File: src/sv/lmrs_pkg.sv
// Package for the LED matrix row scan controller.
// Holds the command and status beat types, opcodes and default sizes.
// No dependencies.
package lmrs_pkg;

  localparam int COLUMNS_DEF = 32;
  localparam int ROWS_DEF    = 8;
  localparam int WORD_W      = 8;

  localparam logic [2:0] OP_SET_PIXEL   = 3'd0;
  localparam logic [2:0] OP_CLEAR_ALL   = 3'd1;
  localparam logic [2:0] OP_ALL_ON      = 3'd2;
  localparam logic [2:0] OP_CLEAR_ZONE  = 3'd3;
  localparam logic [2:0] OP_ROW_TICK    = 3'd4;
  localparam logic [2:0] OP_CLOCK_RISE  = 3'd5;
  localparam logic [2:0] OP_CLOCK_FALL  = 3'd6;

  typedef struct packed {
    logic [2:0] opcode;
    logic [4:0] column;
    logic [2:0] row;
    logic       pixel_on;
    logic [4:0] zone_first;
    logic [7:0] zone_last;
  } cmd_t;

  typedef struct packed {
    logic       serial_data;
    logic       serial_clock;
    logic       latch_strobe;
    logic [2:0] row_address;
    logic       shifting;
    logic       tick_skipped;
  } status_t;

endpackage

File: src/sv/led_matrix_row_scan_controller_core.sv
// Top level of the LED matrix row scan controller.
// Frame store in a synchronous RAM plus the scan and shift sequencer.
// Depends on lmrs_pkg.

// The block drives a multiplexed LED matrix of COLUMNS columns by ROWS rows. Each
// command beat yields exactly one status beat. After reset the frame RAM is cleared
// by a pass over every column, during which cmd_stall is high. The frame RAM has one
// port pair and a registered read. A pixel write is a read, modify, write of its
// column word; clear all and all on write every column, a zone clear each column
// from its first to its clipped last; a row tick that starts a scan reads every
// column word once to build the shift pattern. A new command may be taken while
// the previous status beat is still held.
module led_matrix_row_scan_controller_core
  import lmrs_pkg::*;
#(
  parameter int COLUMNS = COLUMNS_DEF,
  parameter int ROWS    = ROWS_DEF
) (
  input  logic    clk,
  input  logic    rst,
  input  logic    cmd_valid,
  output logic    cmd_stall,
  input  cmd_t    cmd,
  output logic    status_valid,
  input  logic    status_stall,
  output status_t status
);

  localparam int CW  = $clog2(COLUMNS);
  localparam int BLW = $clog2(COLUMNS + 1);
  localparam logic [CW-1:0]  LAST_IDX  = CW'(COLUMNS - 1);
  localparam logic [7:0]     LAST_COL8 = 8'(COLUMNS - 1);
  localparam logic [BLW-1:0] FULL_CNT  = BLW'(COLUMNS);
  localparam logic [2:0]     LAST_ROW  = 3'(ROWS - 1);

  localparam logic [2:0] ST_IDLE     = 3'd0;
  localparam logic [2:0] ST_INIT     = 3'd1;
  localparam logic [2:0] ST_FILL     = 3'd2;
  localparam logic [2:0] ST_PIX_RD   = 3'd3;
  localparam logic [2:0] ST_PIX_WR   = 3'd4;
  localparam logic [2:0] ST_SCAN     = 3'd5;
  localparam logic [2:0] ST_SCAN_END = 3'd6;
  localparam logic [2:0] ST_FINISH   = 3'd7;

  logic [WORD_W-1:0] frame [COLUMNS];
  logic [WORD_W-1:0] rd_data;
  logic              mem_we;
  logic [WORD_W-1:0] mem_wdata;

  logic [2:0]         state;
  logic [CW-1:0]      idx;
  logic [CW-1:0]      hi_idx;
  logic [WORD_W-1:0]  fill_val;
  logic [2:0]         pix_row;
  logic               pix_on;
  logic               rd_pend;

  logic [COLUMNS-1:0] shift_bits;
  logic [BLW-1:0]     bits_left;
  logic [BLW-1:0]     bits_left_m1;
  logic [2:0]         current_row;
  logic [2:0]         driven_row;
  logic               shift_active;
  logic               clock_level;
  logic               data_level;
  logic               strobe;
  logic               skipped;

  logic               accept;
  logic               out_free;
  logic [7:0]         zone_end;
  logic [7:0]         zone_start;

  assign cmd_stall    = (state != ST_IDLE);
  assign accept       = cmd_valid && !cmd_stall;
  assign out_free     = !status_valid || !status_stall;
  assign bits_left_m1 = bits_left - BLW'(1);
  assign zone_end     = (cmd.zone_last > LAST_COL8) ? LAST_COL8 : cmd.zone_last;
  assign zone_start   = {3'b000, cmd.zone_first};

  always_comb begin
    mem_we    = 1'b0;
    mem_wdata = fill_val;
    if (state == ST_FILL || state == ST_INIT) begin
      mem_we = 1'b1;
    end else if (state == ST_PIX_WR) begin
      mem_we    = 1'b1;
      mem_wdata = (rd_data & ~(8'h01 << pix_row)) | (8'(pix_on) << pix_row);
    end
  end

  // Frame RAM: one write and one registered read per cycle, both at idx.
  always_ff @(posedge clk) begin
    if (mem_we) begin
      frame[idx] <= mem_wdata;
    end
    rd_data <= frame[idx];
  end

  // Column words come from the registered read; shifting them in from the top
  // leaves column 0 in bit 0 once every column has been seen.
  always_ff @(posedge clk) begin
    if (rst) begin
      shift_bits <= COLUMNS'(1);
    end else if (rd_pend) begin
      shift_bits <= {~rd_data[current_row], shift_bits[COLUMNS-1:1]};
    end else if (accept && cmd.opcode == OP_CLOCK_FALL && shift_active &&
                 bits_left != '0) begin
      shift_bits <= shift_bits;
    end
  end

  always_ff @(posedge clk) begin
    if (rst) begin
      state        <= ST_INIT;
      idx          <= '0;
      hi_idx       <= LAST_IDX;
      fill_val     <= '0;
      rd_pend      <= 1'b0;
      bits_left    <= '0;
      current_row  <= '0;
      driven_row   <= '0;
      shift_active <= 1'b0;
      clock_level  <= 1'b0;
      data_level   <= 1'b0;
      strobe       <= 1'b0;
      skipped      <= 1'b0;
      status_valid <= 1'b0;
    end else begin
      rd_pend <= (state == ST_SCAN);
      if (status_valid && !status_stall) begin
        status_valid <= 1'b0;
      end
      unique case (state)
        ST_IDLE: begin
          if (accept) begin
            strobe  <= 1'b0;
            skipped <= 1'b0;
            state   <= ST_FINISH;
            unique case (cmd.opcode)
              OP_SET_PIXEL: begin
                if (int'(cmd.column) < COLUMNS) begin
                  idx     <= CW'(cmd.column);
                  pix_row <= cmd.row;
                  pix_on  <= cmd.pixel_on;
                  state   <= ST_PIX_RD;
                end
              end
              OP_CLEAR_ALL, OP_ALL_ON: begin
                idx      <= '0;
                hi_idx   <= LAST_IDX;
                fill_val <= (cmd.opcode == OP_ALL_ON) ? 8'hFF : 8'h00;
                state    <= ST_FILL;
              end
              OP_CLEAR_ZONE: begin
                if (zone_start <= zone_end) begin
                  idx      <= CW'(cmd.zone_first);
                  hi_idx   <= CW'(zone_end);
                  fill_val <= 8'h00;
                  state    <= ST_FILL;
                end
              end
              OP_ROW_TICK: begin
                if (shift_active) begin
                  skipped <= 1'b1;
                end else begin
                  strobe       <= 1'b1;
                  driven_row   <= current_row;
                  current_row  <= (current_row == LAST_ROW) ? 3'd0 : current_row + 3'd1;
                  bits_left    <= FULL_CNT;
                  shift_active <= 1'b1;
                  idx          <= '0;
                  state        <= ST_SCAN;
                end
              end
              OP_CLOCK_RISE: begin
                if (shift_active) begin
                  clock_level <= 1'b1;
                  if (bits_left == '0) begin
                    shift_active <= 1'b0;
                  end
                end
              end
              OP_CLOCK_FALL: begin
                if (shift_active) begin
                  clock_level <= 1'b0;
                  if (bits_left != '0) begin
                    bits_left  <= bits_left_m1;
                    data_level <= shift_bits[bits_left_m1[CW-1:0]];
                  end
                end
              end
              default: begin
              end
            endcase
          end
        end
        ST_INIT: begin
          idx <= idx + CW'(1);
          if (idx == LAST_IDX) begin
            state <= ST_IDLE;
          end
        end
        ST_FILL: begin
          idx <= idx + CW'(1);
          if (idx == hi_idx) begin
            state <= ST_FINISH;
          end
        end
        ST_PIX_RD: begin
          state <= ST_PIX_WR;
        end
        ST_PIX_WR: begin
          state <= ST_FINISH;
        end
        ST_SCAN: begin
          idx <= idx + CW'(1);
          if (idx == LAST_IDX) begin
            state <= ST_SCAN_END;
          end
        end
        ST_SCAN_END: begin
          state <= ST_FINISH;
        end
        ST_FINISH: begin
          if (out_free) begin
            status_valid <= 1'b1;
            state        <= ST_IDLE;
          end
        end
        default: begin
          state <= ST_IDLE;
        end
      endcase
    end
  end

  // Status payload is loaded only when a beat is issued, so a stalled beat holds.
  always_ff @(posedge clk) begin
    if (state == ST_FINISH && out_free) begin
      status.serial_data  <= data_level;
      status.serial_clock <= clock_level;
      status.latch_strobe <= strobe;
      status.row_address  <= driven_row;
      status.shifting     <= shift_active;
      status.tick_skipped <= skipped;
    end
  end

endmodule

File: config.mk
export PLATFORM = sky130hd
export DESIGN_NAME = led_matrix_row_scan_controller_core
export DESIGN_NICKNAME = d
export VERILOG_FILES = /design/src/sv/lmrs_pkg.sv /design/src/sv/led_matrix_row_scan_controller_core.sv
export SDC_FILE = /design/constraint.sdc
export NUM_CORES = 1
export LEC_CHECK = 0
export BUFFER_PORTS_ARGS = -buffer_cell sky130_fd_sc_hd__buf_2
export CAP_MARGIN = 25
export CORE_ASPECT_RATIO = 0.7
export CORE_UTILIZATION = 47
export CTS_CLUSTER_DIAMETER = 80
export CTS_CLUSTER_SIZE = 28
export DETAILED_ROUTE_END_ITERATION = 10
export SLEW_MARGIN = 5
export SYNTH_ARGS = -nofsm -noshare
export SYNTH_HDL_FRONTEND = slang
export SYNTH_SLANG_ARGS = --single-unit
File: constraint.sdc
create_clock -name clk -period 7.9 [get_ports clk]
set_input_delay 1.58 -clock clk [delete_from_list [all_inputs] [get_ports clk]]
set_output_delay 1.58 -clock clk [all_outputs]
set_load 0.1 [all_outputs]
Yosys cells after proc, flatten, opt, wreduce, memory -nomap -nowiden. Memories as Yosys holds them, arrays and structs flattened. A register that Yosys moved wholly into a read port is not among the register bits. Cells that the tools add are included.

Add/subtract/negate cells: 3. Mux-type cells: 48. Bitwise operators: 6. Magnitude comparators: 4. Reduce and logical (&&, ||, !) cells: 31. Shift-type cells: 2. Eq/ne operators: 29.

Operator list (number): $mux 8 (5); $eq 3x3->1 const B (8); $mux 3 (7); $pmux 3 s7 (1); $mux 5 (4); $pmux 5 s2 (2); $pmux 5 s4 (1); $reduce_and 5->1 (4); $mux 6 (3); $mux 1 (17); $pmux 8 s2 (1); $eq 3x2->1 const B (4); $ne 2x2->1 const B (6); $pmux 3 s4 (1); $pmux 6 s2 (1); $reduce_and 4->1 (3); $reduce_bool 2->1 (5); $and 8x8->8 (1); $gt 8x5->1 const B (1); $le 5x8->1 (1); $ne 2x1->1 const B (4); $not 8->8 (1); $or 8x8->8 (1); $shl 1x3->8 (1); other kinds (28) (40).

RAM bits: 256. Word-level logic and storage cells: 147. Memories: 1. Register bits: 84. Output and inout bits: 10. Input port bits: 29.

Memory list: frame (depth 32, width 8, rd ports 1, clocked after Yosys merged registers in 1, write ports 1, line led_matrix_row_scan_controller_core.sv:45) `logic [WORD_W-1:0] frame [COLUMNS];`.

Logic depth before layout (Yosys ltp). Gate-level depths: netlist (run 1).

Word-level depth: 7. Gate-level depth with buffers: 10. Gate-level depth less buffers: 9.

Least setup slack after synthesis (run 1). Ideal clock, no wire load.

Path kind: input to register. Start point: input port cmd[7] (netlist name). End point: register idx[0]. Buffers on the path: 0. Arrival: 3726 ps. Setup slack: 4059 ps. Required time: 7786 ps. Library setup time: 114 ps. Cell stages on the path: 9. Cells stage by stage: or3_1 or2_2 ha_1 nand4_1 mux2i_1 a21oi_1 a221oi_2 nor3_1 a2111oi_0.

Longest elaborated chain between the ends: 5.

RTL lines: start, declared (line led_matrix_row_scan_controller_core.sv:23) `input cmd_t cmd,`; $gt 8x5->1 (line led_matrix_row_scan_controller_core.sv:78) `assign zone_end = (cmd.zone_last > LAST_COL8) ? LAST_COL8 : cmd.zone_last;`; $mux 8 (*) (line led_matrix_row_scan_controller_core.sv:78); $le 5x8->1 (*) (line led_matrix_row_scan_controller_core.sv:156) `if (zone_start <= zone_end) begin`; $ne 3x3->1 (no source line) (*); $reduce_and 5->1 (no source line) (*); end signal, assigned (line led_matrix_row_scan_controller_core.sv:143) `idx <= CW'(cmd.column);`; end signal, assigned (line led_matrix_row_scan_controller_core.sv:157) `idx <= CW'(cmd.zone_first);`; end signal, assigned (line led_matrix_row_scan_controller_core.sv:199) `idx <= idx + CW'(1);`; end, declared (line led_matrix_row_scan_controller_core.sv:51) `logic [CW-1:0] idx;`.

Every way passes the cells marked *; elsewhere a longest branch is shown, timed or not. A chain may end at the register's enable or synchronous reset.

Worst setup path in the final report (run 1). Same ends and word-level chain as after synthesis.

==> results of run 1 <==
==> cell families (layout without fill, tap and decap cells) <==
family | after synthesis | in the layout | synth area share, %
DFF | 341 | 341 | 68.2
and+or+nand+nor | 218 | 218 | 7.55
muxes | 127 | 127 | 15.8
AOI/OAI and AO/OA | 99 | 99 | 4.85
buffers and inverters | 60 | 93 | 1.73
adders and majority gates | 14 | 14 | 1.26
xor gates and xnor gates | 10 | 10 | 0.628
==> critical path: cells and delay by family <==
kind / cells / cell delay [ns]
buf+inv: 1 / 0.09
mux: 1 / 0.14
fa+ha+maj: 1 / 0.28
compound gates: 3 / 1.13
simple gates: 4 / 0.96
==> per-layer routing <==
metal	global-route usage, %	part of all wire [%]
met3	3.14	6.2
met4	3.63	1.5
met2	27.8	42
met1	32.8	50
met5	0	0
==> through the flow <==
step,std cells,total power [uW],util [%]
3_5_place_dp,1248,3210,50.1
5_1_grt,1280,4290,52.0
3_3_place_gp,1248,3200,50.1
6_report,1280,4120,52.0
2_1_floorplan,869,2900,-
4_1_cts,1275,4150,51.8
==> path summary, 6_finish.rpt <==
check	slack, ns	end
setup / recovery	4.11	idx[0]$_SDFFE_PP0P_
hold / removal	0.44	status[5]$_DFFE_PP_
setup reg to reg	4.71	frame[29][4]$_DFFE_PP_
hold reg to reg	0.44	status[5]$_DFFE_PP_
==> cell type report <==
cell class,instances,area [um^2]
Clock buffer,24,452
Clock inverter,3,33.8
Tap cell,378,473
Multi-Input combinational cell,468,4240
Inverter,12,45.0
Timing Repair Buffer,54,320
Sequential cell,341,9520
Fill cell,2372,13900
==> flip-flops by register name (all words and copies together), names as in the netlist, 3 cells and up <==
signal / cells
frame: 256
shift_bits: 32
rd_data: 8
status: 8
bits_left: 6
hi_idx: 5
idx: 5
current_row: 3
driven_row: 3
pix_row: 3
state: 3
==> report_power, final <==
group	switching, uW	internal [uW]	leakage (uW)
Sequential	140	2080	0.00290
Combinational	538	406	0.00149
Clock	545	410	0.000233
Total	1220	2890	0.00462
==> cell usage after synthesis, types with 4 or more instances <==
| cell | count |
|---|---|
| buf_2 | 4 |
| xnor2_1 | 6 |
| inv_1 | 12 |
| mux2i_1 | 53 |
| a21oi_1 | 22 |
| nor3_1 | 21 |
| xor2_1 | 4 |
| a31oi_1 | 10 |
| or3_1 | 9 |
| nand3b_1 | 4 |
| nor2b_1 | 7 |
| mux4_2 | 74 |
| nand2_1 | 36 |
| nor3b_1 | 4 |
| edfxtp_1 | 268 |
| nand4_1 | 10 |
| and3_1 | 4 |
| o21ai_0 | 10 |
| buf_1 | 16 |
| dfxtp_1 | 73 |
| clkbuf_1 | 26 |
| nand3_1 | 18 |
| ha_1 | 14 |
| a22oi_1 | 38 |
| nor2_1 | 90 |
==> results.ini, run 1 <==
[clock_network]
cts_made_buffers=16
cts_max_level=1
post_cts_resized=0
hold_buffers=0
root_buffer=clkbuf_16
postCtsSetupBuffers=0
cts_tree=built
cts_buffer_depth=3
clkTransAtPathRegs_ns=0.11
insertion_delay_ns=0.52
cts.sinks=341

[critical_path]
critPathCaptureType=register
cp_slowest_cell=a221oi_2
critical_path_class=in -> reg
r2r_start=idx[0]$_SDFFE_PP0P_
crit_start=cmd[7]
slowest_delay_ns=0.63
crit_fanout=8
cp_data_arrival_time_ns=4.18
cp.required_ns=8.29
path_cells=buf_2 > or3_1 > or2_2 > ha_1 > nand4_1 > mux2i_1 > a21oi_1 > a221oi_2 > nor3_1 > a2111oi_0
ff2ff_path_depth=4
start_kind=input pin

[timing]
fin_ws_ns=4.11
min_period_over_period_pct=48.0
slew_viol_final=0
skew_ns=0.0177
fin_crit_ns=3.79
rsz0062_at_grt=no
final_hold_viol_count=0
setup_tns_ns=0
setup_violations=0
max_slew_margin_pct=30.7
max_freq_mhz=264
tightest_slew_ns=1.04
whs_ns=0.444

[synthesis]
synthTopCellsByArea=edfxtp_1 58%, mux4_2 12%, dfxtp_1 10%
netlist_instances=869
synth_edf_count=268
yosysTopAreaCell=edfxtp_1
ys_types=54
avgSynthCellArea_um2=16.0
synth_nets=912
async_flop_share_pct=0
syn_area_mm2=0.0139
synth-seq-cells=341
yosys_most_used_dff=edfxtp_1
synth.top_cell.area_share_pct=57.7
ys_seq_area_share_pct=68.2
yosysWarnings=0

[cells_and_area]
syn_to_final_growth_pct=8.19
final_area_mm2=0.0151
antenna_cells=0
final_cell_mix=268 x edfxtp_1, 90 x nor2_1, 74 x mux4_2
nets=936
final_common_cell=edfxtp_1
drive_gt1_share_pct=18.6

[global_routing]
antenna_found_initial=0
grt_pass1_vias=7274
grt_usage_pct=19.9
grt_overflow=0
grt_max_degree=71
grt_first_pass_wirelength_mm=45.7

[routing]
vias_per_cell=5.93
vias=7591
drt_iter0_drc=605
ant_nets=0
drc_errors=0
drt-pass1-iter-count=5
drt-total-wl_mm=29.8
wl_per_cell_um=23.3

[floorplanning]
row_count=52
die_x_um=208
die_area_mm2=0.0304
core_mm2=0.0290
boundaryPins=39
die_h_um=146
start_util_pct=48.0

[power_and_ir_drop]
p_leak_uw=0.00462
powerDensity_mw_per_mm2=273
ir_drop_mv=0.142

[flow_run]
drv_cap=0

[place]
dp_hpwl_mm=19.2
placed_area_mm2=0.0145
pre_cts_slack_ns=3.54
io_buffers=38
place_congestion=0.777

[hold_path]
hold_path_class=reg -> reg
holdCritStartpoint=strobe$_SDFFE_PP0P_
holdPathStages=0

[run_status]
outcome=finished, final reports clean

(Power assumes the default switching activity.)
==> inputs of run 2 (changes only) <==
- clock period: 7.9 -> 3.7 ns (I/O delays scaled with it)
==> results.ini, run 2 (synthesis gave the netlist of run 1 again) <==
[cells_and_area]
antenna_cells=0
final_cell_mix=268 x edfxtp_1, 90 x nor2_1, 74 x mux4_2
drive_gt1_share_pct=22.1
largest_reg_flops=256
final_common_cell=edfxtp_1
syn_to_final_growth_pct=10.6
final_cells=1322
post-route-util_pct=53.1
top_register=frame
top_regs=frame (256), shift_bits (32)
nets=977

[routing]
ant_nets=0
drt-total-wl_mm=30.7
drc_errors=0
wl_per_cell_um=23.2
vias_per_cell=5.89
drt_iter0_drc=744
vias=7792
drt-pass1-iter-count=5

[clock_network]
cts.sinks=341
hold_buffers=0
cts_buffer_depth=3
post_cts_resized=0
cts_made_buffers=16
postCtsSetupBuffers=0
insertion_delay_ns=0.52
clkTransAtPathRegs_ns=0.11
root_buffer=clkbuf_16
cts_tree=built
cts_max_level=1

[critical_path]
critical_path_class=in -> reg
reg2reg_slack_ns=1.16
r2r_end=bits_left[2]$_SDFFE_PP0P_
cp.required_ns=4.10
r2r_start=state[2]$_SDFFE_PP0P_
cp_data_arrival_time_ns=3.23
critPathCaptureType=register
crit_fanout=5
start_kind=input pin
ff2ff_path_depth=6

[global_routing]
grt_overflow=0
grt_pass1_vias=7488
grt_first_pass_wirelength_mm=46.9
grt_usage_pct=20.5
antenna_found_initial=0
grt_max_degree=40

[run_status]
outcome=finished, final reports clean

[timing]
setup_violations=0
fin_ws_ns=0.876
skew_ns=0.0200
max_freq_mhz=354
min_period_over_period_pct=76.3
slew_viol_final=0
whs_ns=0.447
rsz0062_at_grt=no
tightest_slew_ns=1.04
max_slew_margin_pct=30.8
final_hold_viol_count=0
fin_crit_ns=2.82
setup_tns_ns=0

[power_and_ir_drop]
p_sw_uw=2650
comb_power_share_pct=24.2
switching_share_pct=29.5
p_int_uw=6340
powerDensity_mw_per_mm2=583
seqPwrFrac_pct=52.3
p_leak_uw=0.00485
ir_drop_mv=0.356
clkPwrFrac_pct=23.5

[floorplanning]
die_x_um=208
row_count=52
boundaryPins=39
core_mm2=0.0290
die_h_um=146
die_area_mm2=0.0304
start_util_pct=48.0

[hold_path]
holdCritStartpoint=cmd[13]
holdPathStages=1
hold_path_class=in -> reg
hold_end=pix_on$_DFFE_PP_

[place]
io_buffers=38
dp.cells=1293
place_congestion=0.829
pre_cts_slack_ns=0.335
dp_hpwl_mm=20.4

[flow_run]
drv_cap=0

[run 2: changes by cell type in the layout (fill, tap and decap cells not counted), sizes merged]
cell,before,now
clkinv,3,1
bufinv,0,1
buf,53,95
inv,12,13
[run 2: final cells by class]
class | count | area, um^2
Clock buffer | 25 | 455
Clock inverter | 3 | 51.3
Fill cell | 2379 | 13600
Inverter | 12 | 45.0
Multi-Input combinational cell | 468 | 4240
Sequential cell | 341 | 9520
Tap cell | 378 | 473
Timing Repair Buffer | 95 | 638
[run 2: metal layers]
metal  track usage (%)  routed length (um)  up-vias
met5                 0                   0        -
met4              3.22                 425        0
met3              3.48                1990       27
met2              28.0               12800      215
met1              34.4               15500     4009
li1                  -                   -     3541
[run 2: power groups by stage]
stage / registers [uW] / clock network [uW] / logic (uW)
floorplan: 4590 / 0 / 1600
global placement: 4790 / 0 / 2180
detailed placement: 4790 / 0 / 2190
CTS: 4710 / 2170 / 2190
global route: 4740 / 2280 / 2330
finish: 4700 / 2110 / 2170
[run 2: per-stage QoR]
stage / power (uW) / cell area [um^2]
floorplan: 6190 / 13900
global placement: 6970 / 14900
detailed placement: 6980 / 14900
CTS: 9070 / 15400
global route: 9350 / 15400
finish: 8990 / 15400
[run 2: how the worst max path moves through the flow]
stage | start | endpoint | depth (start not counted)
2_1_floorplan | cmd[7] | idx[0]$_SDFFE_PP0P_ | 9
3_3_place_gp | cmd[7] | idx[1]$_SDFFE_PP0P_ | 12
3_5_place_dp | cmd[7] | idx[1]$_SDFFE_PP0P_ | 12
4_1_cts | cmd[7] | idx[1]$_SDFFE_PP0P_ | 12
5_1_grt | cmd[7] | idx[0]$_SDFFE_PP0P_ | 11
6_report | cmd[7] | idx[1]$_SDFFE_PP0P_ | 12
[run 2: critical path, stage by stage]
cell and delay, ns:
buf_2 0.09, or3_1 0.45, or2_2 0.32, ha_1 0.29, nand4_1 0.08, mux2i_1 0.13, a21oi_1 0.06, buf_4 0.16
a221oi_2 0.44, buf_4 0.21, mux2i_1 0.17, o31ai_1 0.07
